==> src/design/aps_pkg.sv <==
// ----------------------------------------------------------------------------
// Packed sexagesimal angle package
// Types, constants and the residue table shared by the angle packer blocks.
// ----------------------------------------------------------------------------
`default_nettype none

package aps_pkg;

  localparam int ANGLE_W     = 64;
  localparam int QUEUE_DEPTH = 4;
  localparam int QPTR_W      = 2;
  localparam int QCNT_W      = 3;
  localparam int NSTAGE      = 9;

  localparam int FULL_TURN = 360;
  localparam int SIXTY     = 60;
  localparam int THOUSAND  = 1000;

  localparam int FOLD_W        = 20;
  localparam int QUOT360_W     = 12;
  localparam int MOD360_SHIFT  = 20;
  localparam int MOD360_RECIP  = 2912;
  localparam int RECIP_SHIFT   = 16;
  localparam int RECIP_1000    = 65;
  localparam int RECIP_60      = 1092;

  typedef enum logic {
    FUNC_PACK  = 1'b0,
    FUNC_FIXED = 1'b1
  } func_t;

  typedef struct packed {
    func_t              func;
    logic signed [31:0] whole_degrees;
    logic        [7:0]  arc_minutes;
    logic        [7:0]  arc_seconds;
    logic        [15:0] thousandths;
    logic signed [63:0] angle_fixed;
  } aps_in_t;

  typedef struct packed {
    logic [31:0] packed_angle;
    logic        negative;
    logic [8:0]  degree_part;
    logic [5:0]  minute_part;
    logic [5:0]  second_part;
    logic [9:0]  milli_part;
  } aps_out_t;

  typedef struct packed {
    func_t       func;
    logic        neg;
    logic [63:0] mag;
    logic [7:0]  mins;
    logic [7:0]  secs;
    logic [15:0] millis;
  } aps_entry_t;

  typedef struct packed {
    logic valid;
    logic full;
  } aps_qstat_t;

  // 256^idx modulo 360 for idx 0 to 5; zero for idx 6 and 7
  function automatic logic [8:0] pow256_mod360(input logic [2:0] idx);
    logic [8:0] res;
    unique case (idx)
      3'd0:    res = 9'd1;
      3'd1:    res = 9'd256;
      3'd2:    res = 9'd16;
      3'd3:    res = 9'd136;
      3'd4:    res = 9'd256;
      3'd5:    res = 9'd16;
      default: res = 9'd0;
    endcase
    return res;
  endfunction

endpackage

`default_nettype wire

==> src/design/aps_front.sv <==
// ----------------------------------------------------------------------------
// Angle packer front end
// Accepts input transactions, picks the mode's signed source and takes its
// magnitude and sign.
// ----------------------------------------------------------------------------
`default_nettype none

module aps_front (
  input  wire  aps_pkg::aps_in_t    in_data,
  input  wire                       in_valid,
  output logic                      in_stall,
  input  wire  aps_pkg::aps_qstat_t q_stat,
  output logic                      q_push,
  output aps_pkg::aps_entry_t       q_entry
);

  logic [63:0] src;

  assign in_stall = q_stat.full;
  assign q_push   = in_valid && !q_stat.full;

  always_comb begin
    if (in_data.func == aps_pkg::FUNC_FIXED) begin
      src = in_data.angle_fixed;
    end else begin
      src = {{32{in_data.whole_degrees[31]}}, in_data.whole_degrees};
    end
    q_entry.func   = in_data.func;
    q_entry.neg    = src[63];
    q_entry.mag    = src[63] ? (64'd0 - src) : src;
    q_entry.mins   = in_data.arc_minutes;
    q_entry.secs   = in_data.arc_seconds;
    q_entry.millis = in_data.thousandths;
  end

endmodule

`default_nettype wire

==> src/design/aps_queue.sv <==
// ----------------------------------------------------------------------------
// Angle packer decoupling queue
// Short first-in first-out buffer between the front end and the datapath.
// ----------------------------------------------------------------------------
`default_nettype none

module aps_queue (
  input  wire                       clk,
  input  wire                       rst_n,
  input  wire                       q_push,
  input  wire  aps_pkg::aps_entry_t q_entry,
  input  wire                       q_pop,
  output aps_pkg::aps_entry_t       q_data,
  output aps_pkg::aps_qstat_t       q_stat
);

  aps_pkg::aps_entry_t             mem_r [aps_pkg::QUEUE_DEPTH];
  logic [aps_pkg::QPTR_W-1:0]      wr_ptr_r, wr_ptr_nxt;
  logic [aps_pkg::QPTR_W-1:0]      rd_ptr_r, rd_ptr_nxt;
  logic [aps_pkg::QCNT_W-1:0]      cnt_r, cnt_nxt;
  logic                            do_push, do_pop;

  assign q_stat.valid = (cnt_r != '0);
  assign q_stat.full  = (cnt_r == aps_pkg::QCNT_W'(aps_pkg::QUEUE_DEPTH));
  assign do_push      = q_push && !q_stat.full;
  assign do_pop       = q_pop && q_stat.valid;
  assign q_data       = mem_r[rd_ptr_r];

  always_comb begin
    wr_ptr_nxt = do_push ? wr_ptr_r + aps_pkg::QPTR_W'(1) : wr_ptr_r;
    rd_ptr_nxt = do_pop  ? rd_ptr_r + aps_pkg::QPTR_W'(1) : rd_ptr_r;
    cnt_nxt    = cnt_r + aps_pkg::QCNT_W'(do_push) - aps_pkg::QCNT_W'(do_pop);
  end

  always_ff @(posedge clk) begin
    if (!rst_n) begin
      wr_ptr_r <= '0;
      rd_ptr_r <= '0;
      cnt_r    <= '0;
    end else begin
      wr_ptr_r <= wr_ptr_nxt;
      rd_ptr_r <= rd_ptr_nxt;
      cnt_r    <= cnt_nxt;
    end
  end

  always_ff @(posedge clk) begin
    if (do_push) begin
      mem_r[wr_ptr_r] <= q_entry;
    end
  end

endmodule

`default_nettype wire

==> src/design/aps_back.sv <==
// ----------------------------------------------------------------------------
// Angle packer datapath
// Nine-stage pipeline: fraction split by 60, 60 and 1000, degree residue
// modulo 360, then carries from thousandths up to degrees and word packing.
// ----------------------------------------------------------------------------
`default_nettype none

module aps_back #(
  parameter int FRAC_BITS = 32
) (
  input  wire                       clk,
  input  wire                       rst_n,
  input  wire  aps_pkg::aps_entry_t q_data,
  input  wire  aps_pkg::aps_qstat_t q_stat,
  output logic                      q_pop,
  output logic                      out_valid,
  input  wire                       out_stall,
  output aps_pkg::aps_out_t         out_data
);

  localparam int WHOLE_W = aps_pkg::ANGLE_W - FRAC_BITS;
  localparam int NCHUNK  = (WHOLE_W + 7) / 8;
  localparam int PAD_W   = NCHUNK * 8;
  localparam int FW      = aps_pkg::FOLD_W;
  localparam int QW      = aps_pkg::QUOT360_W;
  localparam logic [FRAC_BITS+9:0] HALF = (FRAC_BITS + 10)'(1) << (FRAC_BITS - 1);

  logic [aps_pkg::NSTAGE-1:0] vld_r;
  logic                       adv;

  assign adv       = !(vld_r[aps_pkg::NSTAGE-1] && out_stall);
  assign q_pop     = adv && q_stat.valid;
  assign out_valid = vld_r[aps_pkg::NSTAGE-1];

  always_ff @(posedge clk) begin
    if (!rst_n) begin
      vld_r <= '0;
    end else if (adv) begin
      vld_r <= {vld_r[aps_pkg::NSTAGE-2:0], q_stat.valid};
    end
  end

  // stage 1: whole-degree residue fold, first fraction step
  logic [WHOLE_W-1:0]     whole;
  logic [PAD_W-1:0]       whole_pad;
  logic [FRAC_BITS+5:0]   t1;
  logic [FW-1:0]          s1_fold_nxt, s1_fold_r;
  aps_pkg::func_t         s1_func_r;
  logic                   s1_neg_r;
  logic [5:0]             s1_min1_r;
  logic [FRAC_BITS-1:0]   s1_f1_r;
  logic [7:0]             s1_mins_r, s1_secs_r;
  logic [15:0]            s1_millis_r;

  always_comb begin
    if (q_data.func == aps_pkg::FUNC_FIXED) begin
      whole = q_data.mag[aps_pkg::ANGLE_W-1:FRAC_BITS];
    end else begin
      whole = WHOLE_W'(q_data.mag[31:0]);
    end
    whole_pad   = PAD_W'(whole);
    s1_fold_nxt = '0;
    for (int k = 0; k < NCHUNK; k++) begin
      s1_fold_nxt = s1_fold_nxt + FW'(whole_pad[8*k +: 8])
                    * FW'(aps_pkg::pow256_mod360(3'(k)));
    end
    t1 = (FRAC_BITS + 6)'(q_data.mag[FRAC_BITS-1:0]) * (FRAC_BITS + 6)'(aps_pkg::SIXTY);
  end

  always_ff @(posedge clk) begin
    if (adv) begin
      s1_func_r   <= q_data.func;
      s1_neg_r    <= q_data.neg;
      s1_fold_r   <= s1_fold_nxt;
      s1_min1_r   <= t1[FRAC_BITS+5:FRAC_BITS];
      s1_f1_r     <= t1[FRAC_BITS-1:0];
      s1_mins_r   <= q_data.mins;
      s1_secs_r   <= q_data.secs;
      s1_millis_r <= q_data.millis;
    end
  end

  // stage 2: second fraction step, quotient estimate for modulo 360
  logic [FRAC_BITS+5:0]   t2;
  logic [FW+QW-1:0]       p360;
  logic [QW-1:0]          s2_q_nxt, s2_q_r;
  aps_pkg::func_t         s2_func_r;
  logic                   s2_neg_r;
  logic [FW-1:0]          s2_fold_r;
  logic [5:0]             s2_min1_r, s2_sec1_r;
  logic [FRAC_BITS-1:0]   s2_f2_r;
  logic [7:0]             s2_mins_r, s2_secs_r;
  logic [15:0]            s2_millis_r;

  always_comb begin
    t2       = (FRAC_BITS + 6)'(s1_f1_r) * (FRAC_BITS + 6)'(aps_pkg::SIXTY);
    p360     = (FW + QW)'(s1_fold_r) * (FW + QW)'(aps_pkg::MOD360_RECIP);
    s2_q_nxt = QW'(p360 >> aps_pkg::MOD360_SHIFT);
  end

  always_ff @(posedge clk) begin
    if (adv) begin
      s2_func_r   <= s1_func_r;
      s2_neg_r    <= s1_neg_r;
      s2_fold_r   <= s1_fold_r;
      s2_q_r      <= s2_q_nxt;
      s2_min1_r   <= s1_min1_r;
      s2_sec1_r   <= t2[FRAC_BITS+5:FRAC_BITS];
      s2_f2_r     <= t2[FRAC_BITS-1:0];
      s2_mins_r   <= s1_mins_r;
      s2_secs_r   <= s1_secs_r;
      s2_millis_r <= s1_millis_r;
    end
  end

  // stage 3: rounded thousandths, residue correction, mode merge
  logic [FRAC_BITS+9:0]   t3;
  logic [FW-1:0]          rem360;
  logic [8:0]             s3_deg_nxt, s3_deg_r;
  logic [7:0]             s3_mins_nxt, s3_mins_r, s3_secs_nxt, s3_secs_r;
  logic [15:0]            s3_millis_nxt, s3_millis_r;
  logic                   s3_neg_r;

  always_comb begin
    t3     = (FRAC_BITS + 10)'(s2_f2_r) * (FRAC_BITS + 10)'(aps_pkg::THOUSAND) + HALF;
    rem360 = s2_fold_r - FW'(s2_q_r) * FW'(aps_pkg::FULL_TURN);
    if (rem360 >= FW'(aps_pkg::FULL_TURN)) begin
      s3_deg_nxt = 9'(rem360 - FW'(aps_pkg::FULL_TURN));
    end else begin
      s3_deg_nxt = 9'(rem360);
    end
    if (s2_func_r == aps_pkg::FUNC_FIXED) begin
      s3_mins_nxt   = 8'(s2_min1_r);
      s3_secs_nxt   = 8'(s2_sec1_r);
      s3_millis_nxt = 16'(t3[FRAC_BITS+9:FRAC_BITS]);
    end else begin
      s3_mins_nxt   = s2_mins_r;
      s3_secs_nxt   = s2_secs_r;
      s3_millis_nxt = s2_millis_r;
    end
  end

  always_ff @(posedge clk) begin
    if (adv) begin
      s3_neg_r    <= s2_neg_r;
      s3_deg_r    <= s3_deg_nxt;
      s3_mins_r   <= s3_mins_nxt;
      s3_secs_r   <= s3_secs_nxt;
      s3_millis_r <= s3_millis_nxt;
    end
  end

  // stage 4: quotient estimate of thousandths by 1000
  logic [22:0] p1000;
  logic [6:0]  s4_mq_nxt, s4_mq_r;
  logic        s4_neg_r;
  logic [8:0]  s4_deg_r;
  logic [7:0]  s4_mins_r, s4_secs_r;
  logic [15:0] s4_millis_r;

  always_comb begin
    p1000     = 23'(s3_millis_r) * 23'(aps_pkg::RECIP_1000);
    s4_mq_nxt = 7'(p1000 >> aps_pkg::RECIP_SHIFT);
  end

  always_ff @(posedge clk) begin
    if (adv) begin
      s4_neg_r    <= s3_neg_r;
      s4_deg_r    <= s3_deg_r;
      s4_mins_r   <= s3_mins_r;
      s4_secs_r   <= s3_secs_r;
      s4_millis_r <= s3_millis_r;
      s4_mq_r     <= s4_mq_nxt;
    end
  end

  // stage 5: correct thousandths, carry into seconds
  logic [15:0] mrem;
  logic [6:0]  mcarry;
  logic [9:0]  s5_milli_nxt, s5_milli_r;
  logic [8:0]  s5_ssum_nxt, s5_ssum_r;
  logic        s5_neg_r;
  logic [8:0]  s5_deg_r;
  logic [7:0]  s5_mins_r;

  always_comb begin
    mrem = s4_millis_r - 16'(s4_mq_r) * 16'(aps_pkg::THOUSAND);
    if (mrem >= 16'(aps_pkg::THOUSAND)) begin
      s5_milli_nxt = 10'(mrem - 16'(aps_pkg::THOUSAND));
      mcarry       = s4_mq_r + 7'd1;
    end else begin
      s5_milli_nxt = 10'(mrem);
      mcarry       = s4_mq_r;
    end
    s5_ssum_nxt = 9'(s4_secs_r) + 9'(mcarry);
  end

  always_ff @(posedge clk) begin
    if (adv) begin
      s5_neg_r   <= s4_neg_r;
      s5_deg_r   <= s4_deg_r;
      s5_mins_r  <= s4_mins_r;
      s5_milli_r <= s5_milli_nxt;
      s5_ssum_r  <= s5_ssum_nxt;
    end
  end

  // stage 6: quotient estimate of seconds by 60
  logic [19:0] psec;
  logic [2:0]  s6_sq_nxt, s6_sq_r;
  logic        s6_neg_r;
  logic [8:0]  s6_deg_r, s6_ssum_r;
  logic [7:0]  s6_mins_r;
  logic [9:0]  s6_milli_r;

  always_comb begin
    psec      = 20'(s5_ssum_r) * 20'(aps_pkg::RECIP_60);
    s6_sq_nxt = 3'(psec >> aps_pkg::RECIP_SHIFT);
  end

  always_ff @(posedge clk) begin
    if (adv) begin
      s6_neg_r   <= s5_neg_r;
      s6_deg_r   <= s5_deg_r;
      s6_mins_r  <= s5_mins_r;
      s6_milli_r <= s5_milli_r;
      s6_ssum_r  <= s5_ssum_r;
      s6_sq_r    <= s6_sq_nxt;
    end
  end

  // stage 7: correct seconds, carry into minutes
  logic [8:0] srem;
  logic [2:0] scarry;
  logic [5:0] s7_sec_nxt, s7_sec_r;
  logic [8:0] s7_msum_nxt, s7_msum_r;
  logic       s7_neg_r;
  logic [8:0] s7_deg_r;
  logic [9:0] s7_milli_r;

  always_comb begin
    srem = s6_ssum_r - 9'(s6_sq_r) * 9'(aps_pkg::SIXTY);
    if (srem >= 9'(aps_pkg::SIXTY)) begin
      s7_sec_nxt = 6'(srem - 9'(aps_pkg::SIXTY));
      scarry     = s6_sq_r + 3'd1;
    end else begin
      s7_sec_nxt = 6'(srem);
      scarry     = s6_sq_r;
    end
    s7_msum_nxt = 9'(s6_mins_r) + 9'(scarry);
  end

  always_ff @(posedge clk) begin
    if (adv) begin
      s7_neg_r   <= s6_neg_r;
      s7_deg_r   <= s6_deg_r;
      s7_milli_r <= s6_milli_r;
      s7_sec_r   <= s7_sec_nxt;
      s7_msum_r  <= s7_msum_nxt;
    end
  end

  // stage 8: quotient estimate of minutes by 60
  logic [19:0] pmin;
  logic [2:0]  s8_mq_nxt, s8_mq_r;
  logic        s8_neg_r;
  logic [8:0]  s8_deg_r, s8_msum_r;
  logic [9:0]  s8_milli_r;
  logic [5:0]  s8_sec_r;

  always_comb begin
    pmin      = 20'(s7_msum_r) * 20'(aps_pkg::RECIP_60);
    s8_mq_nxt = 3'(pmin >> aps_pkg::RECIP_SHIFT);
  end

  always_ff @(posedge clk) begin
    if (adv) begin
      s8_neg_r   <= s7_neg_r;
      s8_deg_r   <= s7_deg_r;
      s8_milli_r <= s7_milli_r;
      s8_sec_r   <= s7_sec_r;
      s8_msum_r  <= s7_msum_r;
      s8_mq_r    <= s8_mq_nxt;
    end
  end

  // stage 9: correct minutes, carry into degrees, pack the word
  logic [8:0]        mnrem;
  logic [2:0]        dcarry;
  logic [5:0]        min_fin;
  logic [8:0]        dsum, deg_fin;
  aps_pkg::aps_out_t out_nxt, out_r;

  always_comb begin
    mnrem = s8_msum_r - 9'(s8_mq_r) * 9'(aps_pkg::SIXTY);
    if (mnrem >= 9'(aps_pkg::SIXTY)) begin
      min_fin = 6'(mnrem - 9'(aps_pkg::SIXTY));
      dcarry  = s8_mq_r + 3'd1;
    end else begin
      min_fin = 6'(mnrem);
      dcarry  = s8_mq_r;
    end
    dsum = s8_deg_r + 9'(dcarry);
    if (dsum >= 9'(aps_pkg::FULL_TURN)) begin
      deg_fin = dsum - 9'(aps_pkg::FULL_TURN);
    end else begin
      deg_fin = dsum;
    end
    out_nxt.packed_angle = {s8_neg_r, deg_fin, min_fin, s8_sec_r, s8_milli_r};
    out_nxt.negative     = s8_neg_r;
    out_nxt.degree_part  = deg_fin;
    out_nxt.minute_part  = min_fin;
    out_nxt.second_part  = s8_sec_r;
    out_nxt.milli_part   = s8_milli_r;
  end

  always_ff @(posedge clk) begin
    if (adv) begin
      out_r <= out_nxt;
    end
  end

  assign out_data = out_r;

endmodule

`default_nettype wire

==> src/design/angle_to_packed_sexagesimal.sv <==
// ----------------------------------------------------------------------------
// Packed sexagesimal angle former
// Turns component angles or signed fixed-point angles into a packed word of
// sign, degrees modulo 360, minutes, seconds and thousandths of a second.
//
//   channel  direction  handshake          payload
//   in_      input      in_valid/in_stall  aps_in_t  (mode and source fields)
//   out_     output     out_valid/out_stall aps_out_t (packed word and parts)
//
// One transaction per cycle sustained while out_stall stays low; a transaction passes
// the front end write, queue and nine datapath stages, the stages set by the three
// fraction multiplies and the carry chain from thousandths up to degrees.
// Reset clears queue pointers and stage valids; no reset sweep.
// A stalled result freezes the datapath; the 4-entry queue keeps in_stall low
// until it fills.
// ----------------------------------------------------------------------------
`default_nettype none

module angle_to_packed_sexagesimal #(
  parameter int FRAC_BITS = 32
) (
  input  wire                     clk,
  input  wire                     rst_n,
  input  wire                     in_valid,
  output logic                    in_stall,
  input  wire  aps_pkg::aps_in_t  in_data,
  output logic                    out_valid,
  input  wire                     out_stall,
  output aps_pkg::aps_out_t       out_data
);

  aps_pkg::aps_qstat_t q_stat;
  aps_pkg::aps_entry_t q_entry;
  aps_pkg::aps_entry_t q_data;
  logic                q_push;
  logic                q_pop;

  aps_front u_front (
    .in_data  (in_data),
    .in_valid (in_valid),
    .in_stall (in_stall),
    .q_stat   (q_stat),
    .q_push   (q_push),
    .q_entry  (q_entry)
  );

  aps_queue u_queue (
    .clk     (clk),
    .rst_n   (rst_n),
    .q_push  (q_push),
    .q_entry (q_entry),
    .q_pop   (q_pop),
    .q_data  (q_data),
    .q_stat  (q_stat)
  );

  aps_back #(
    .FRAC_BITS (FRAC_BITS)
  ) u_back (
    .clk       (clk),
    .rst_n     (rst_n),
    .q_data    (q_data),
    .q_stat    (q_stat),
    .q_pop     (q_pop),
    .out_valid (out_valid),
    .out_stall (out_stall),
    .out_data  (out_data)
  );

endmodule

`default_nettype wire

==> config.mk <==
export PLATFORM = sky130hd
export DESIGN_NAME = angle_to_packed_sexagesimal
export DESIGN_NICKNAME = d
export VERILOG_FILES = /design/src/design/aps_pkg.sv /design/src/design/aps_front.sv /design/src/design/aps_queue.sv /design/src/design/aps_back.sv /design/src/design/angle_to_packed_sexagesimal.sv
export SDC_FILE = /design/constraint.sdc
export NUM_CORES = 2
export LEC_CHECK = 0
export BUFFER_PORTS_ARGS = -buffer_cell sky130_fd_sc_hd__buf_4
export CORE_MARGIN = 10
export CORE_UTILIZATION = 40
export DETAILED_ROUTE_END_ITERATION = 8
export GPL_ROUTABILITY_DRIVEN = 0
export HOLD_SLACK_MARGIN = 0.03
export SYNTH_ARGS = -nofsm -noshare
export SYNTH_HDL_FRONTEND = slang
export SYNTH_SLANG_ARGS = --single-unit
export TNS_END_PERCENT = 1
==> constraint.sdc <==
create_clock -name clk -period 19.2 [get_ports clk]
set_input_delay 1.92 -clock clk [delete_from_list [all_inputs] [get_ports clk]]
set_output_delay 1.92 -clock clk [all_outputs]
set_load 0.01 [all_outputs]
==> impl_metrics.py <==
metrics = {
    "worst_setup_path": {
        "startpoint": "u_back.s4_mq_r[0]$_DFFE_PN_",
        "start_kind": "flop",
        "slowest_delay_ns": 0.65,
        "end_kind": "flop",
        "required_ns": 19.61,
        "rr_startpoint": "u_back.s4_mq_r[0]$_DFFE_PN_",
        "timing.critical_path.mode_cell": "a21oi_1",
        "slowest_stage": "fa_1",
        "critical_path_class": "reg2reg",
        "crit_fanout": 15,
        "crit_arrival_ns": 8.64,
    },
    "synth": {
        "synth_nets": 4497,
        "synth_edf_count": 856,
        "synthCells": 3599,
        "yosysSeqAreaShare_pct": 50.61,
        "async_flop_share_pct": 0,
        "ys_ff_latch": 874,
        "netlist_area_um2": 51500,
        "yosys_warnings": 0,
        "ys.flop_type": "edfxtp_1",
        "syn_area_per_cell_um2": 14.31,
        "yosysUniqueCellTypes": 91,
    },
    "floorplanning": {
        "ios": 199,
        "row_count": 131,
        "die_x_um": 378.8,
        "start_util_pct": 40.33,
        "dieHeight_um": 378.8,
        "core-area_um2": 127700,
        "design.die.area_um2": 143500,
    },
    "clocking": {
        "cts_tree": "done",
        "cts.path.max_buffers": 3,
        "postCtsHoldBufs": 0,
        "htree_levels": 3,
        "cts.sinks": 874,
        "cts_root_buffer": "clkbuf_16",
        "ctsResizeCount": 0,
        "cts_buffers": 93,
        "clk_pin_slew_ns": 0.06,
        "clk_latency_ns": 0.67,
        "post_cts_buffers": 0,
    },
    "route": {
        "vias_per_cell": 5.060,
        "drt_wl_total_um": 98300,
        "top_layer_used": "met5",
        "ant_nets": 0,
        "drtPass1Iterations": 8,
        "vias": 28125,
        "drc_errors": 0,
        "met3_length_um": 4749,
        "wl_per_cell_um": 17.69,
        "wl_met2_um": 45440,
        "wl_met1_um": 46130,
        "drtIter0Drc": 1588,
    },
    "finish": {
        "synthToLayoutAreaGrowth_pct": 12.27,
        "drive_above_1_share_pct": 13.94,
        "nFillCells": 11262,
        "design_area_um2": 57820,
        "num-nets-final": 4718,
        "regArea_um2": 26070,
        "multiInputGateArea_um2": 23910,
        "fin_util_pct": 45.28,
    },
    "global_route": {
        "grt_remaining_overflow": 0,
        "grt_pass1_vias": 29378,
        "grt_max_degree": 124,
        "grt_pass1_wl_um": 160100,
        "grt_usage_pct": 13.88,
        "grt_antenna_before_repair": 9,
    },
    "place": {
        "place_area_um2": 54740,
        "portBuffers": 198,
        "hpwl_um": 72210,
    },
    "worst_hold_path": {
        "hold_start": "u_back.s4_millis_r[1]$_DFFE_PN_",
        "hp-class": "reg2reg",
    },
    "sta": {
        "fin_worst_skew_ns": 0.02117,
        "hold_viol_final": 0,
        "maxSlewViolCount": 0,
        "rsz0062_at_grt": "false",
        "worst_slew_pin_slew_ns": 1.123,
        "period_minus_slack_ns": 8.229,
        "setup-violations-final": 0,
        "fmax_ghz": 0.1215,
        "fin_tns_setup_ns": 0,
        "timing.final.crit_share_pct": 42.86,
        "slew_headroom_pct": 24.60,
    },
    "status": {
        "status": "completed",
    },
    "job": {
        "maxCapViolations": 0,
    },
}
==> cell families (layout without fill, tap and decap cells) <==
| family | Yosys count | after routing | synth area share (%) |
|---|---|---|---|
| xor gates and xnor gates | 263 | 263 | 4.473 |
| muxes | 169 | 169 | 5.780 |
| other | 0 | 1 | 0 |
| adders and majority gates | 765 | 765 | 23.27 |
| DFF | 874 | 874 | 50.61 |
| and+or+nand+nor | 585 | 585 | 5.741 |
| buffers and inverters | 369 | 665 | 2.979 |
| AOI/OAI and AO/OA | 574 | 574 | 7.150 |
==> cells in the final DEF (no fill, tap or decap), types with 17 or more instances in the layout <==
cell / count
o21ai_0: 120
and3_1: 19
nor2b_1: 50
ha_1: 444
a21oi_1: 188
mux4_2: 98
inv_1: 277
nand3_1: 30
mux2i_1: 24
xnor2_1: 167
a21o_1: 63
nand2b_1: 46
buf_4: 215
xor2_1: 96
edfxtp_1: 856
nor2_1: 175
mux2_2: 47
clkbuf_1: 20
nor3_1: 50
o21bai_1: 29
a31oi_1: 18
clkbuf_16: 94
fa_1: 321
o31ai_1: 23
nand2_1: 108
and2_1: 17
==> final timing paths <==
kind | to | slack, ns | depth (start not counted)
worst max-delay path | u_back.s5_ssum_r[8]$_DFFE_PN_ | 10.97 | 32
worst min-delay path | u_back.s5_milli_r[1]$_DFFE_PN_ | 0.41 | 0
worst max register to register | u_back.s5_ssum_r[8]$_DFFE_PN_ | 10.97 | 32
worst min register to register | u_back.s5_milli_r[1]$_DFFE_PN_ | 0.41 | 0
==> synth_stat cells (19+ instances only) <==
master,number,area (µm²)
edfxtp_1,856,25700
ha_1,444,5555
fa_1,321,6426
inv_1,277,1040
a21oi_1,188,940.9
nor2_1,175,656.9
xnor2_1,167,1463
o21ai_0,120,600.6
nand2_1,108,405.4
mux4_2,98,2207
xor2_1,96,840.8
a21o_1,63,473.0
nor2b_1,50,312.8
nor3_1,50,250.2
mux2_2,47,529.3
nand2b_1,46,287.8
clkbuf_1,40,150.1
buf_4,32,240.2
nand3_1,30,150.1
o21bai_1,29,217.7
mux2i_1,24,240.2
o31ai_1,23,172.7
and2_1,21,131.4
and3_1,19,118.9
==> per-stage QoR <==
stage / instances / hold WS (ns) / worst slack [ns]
6_report: 5558 / 0.4097 / 10.97
5_1_grt: 5557 / 0.4143 / 10.36
4_1_cts: 5557 / 0.4143 / 10.97
3_5_place_dp: 5387 / 0.4045 / 10.98
3_3_place_gp: 5387 / 0.4000 / 11.18
2_1_floorplan: 3599 / 0.4003 / 4.610
==> routing by layer <==
metal  up-vias  track usage (%)
met4         4            3.219
met3       105            2.619
met5         -                0
li1      13671                -
met1     13851            19.10
met2       494            22.70
==> flip-flops by register name (all words and copies together), names as in the netlist, 10 cells and up, named ones only <==
register	flops
u_back.s2_millis_r	16
u_back.out_data	32
u_back.s3_millis_r	16
u_back.s8_milli_r	10
u_back.s2_fold_r	18
u_back.s2_f2_r	28
u_back.s1_f1_r	30
u_back.s1_fold_r	18
u_queue.mem_r	392
u_back.s1_millis_r	16
u_back.s5_milli_r	10
u_back.s2_q_r	11
u_back.s4_millis_r	16
u_back.s6_milli_r	10
u_back.s7_milli_r	10
==> worst max-delay path, delay by kind of cell (launching register included) <==
kind	cells	cell delay (ns)
compound gates	13	2.28
xor+xnor	3	0.64
flops	1	0.55
simple gates	5	1.18
buf+inv	3	0.21
fa+ha+maj	8	3.07
==> cell type report <==
cell class              count  area share, %
flip-flops and latches    874          45.10
multi-input cells        2356          41.36
clock buffers             114          4.198
well taps                1662          3.597
repair buffers            215          2.792
inverters                 280          1.831
clock inverters            56          1.127
diodes                      1       0.004328
Power is not shown: default switching activity piles up to over one toggle a cycle in this logic, so the estimate is an artifact.
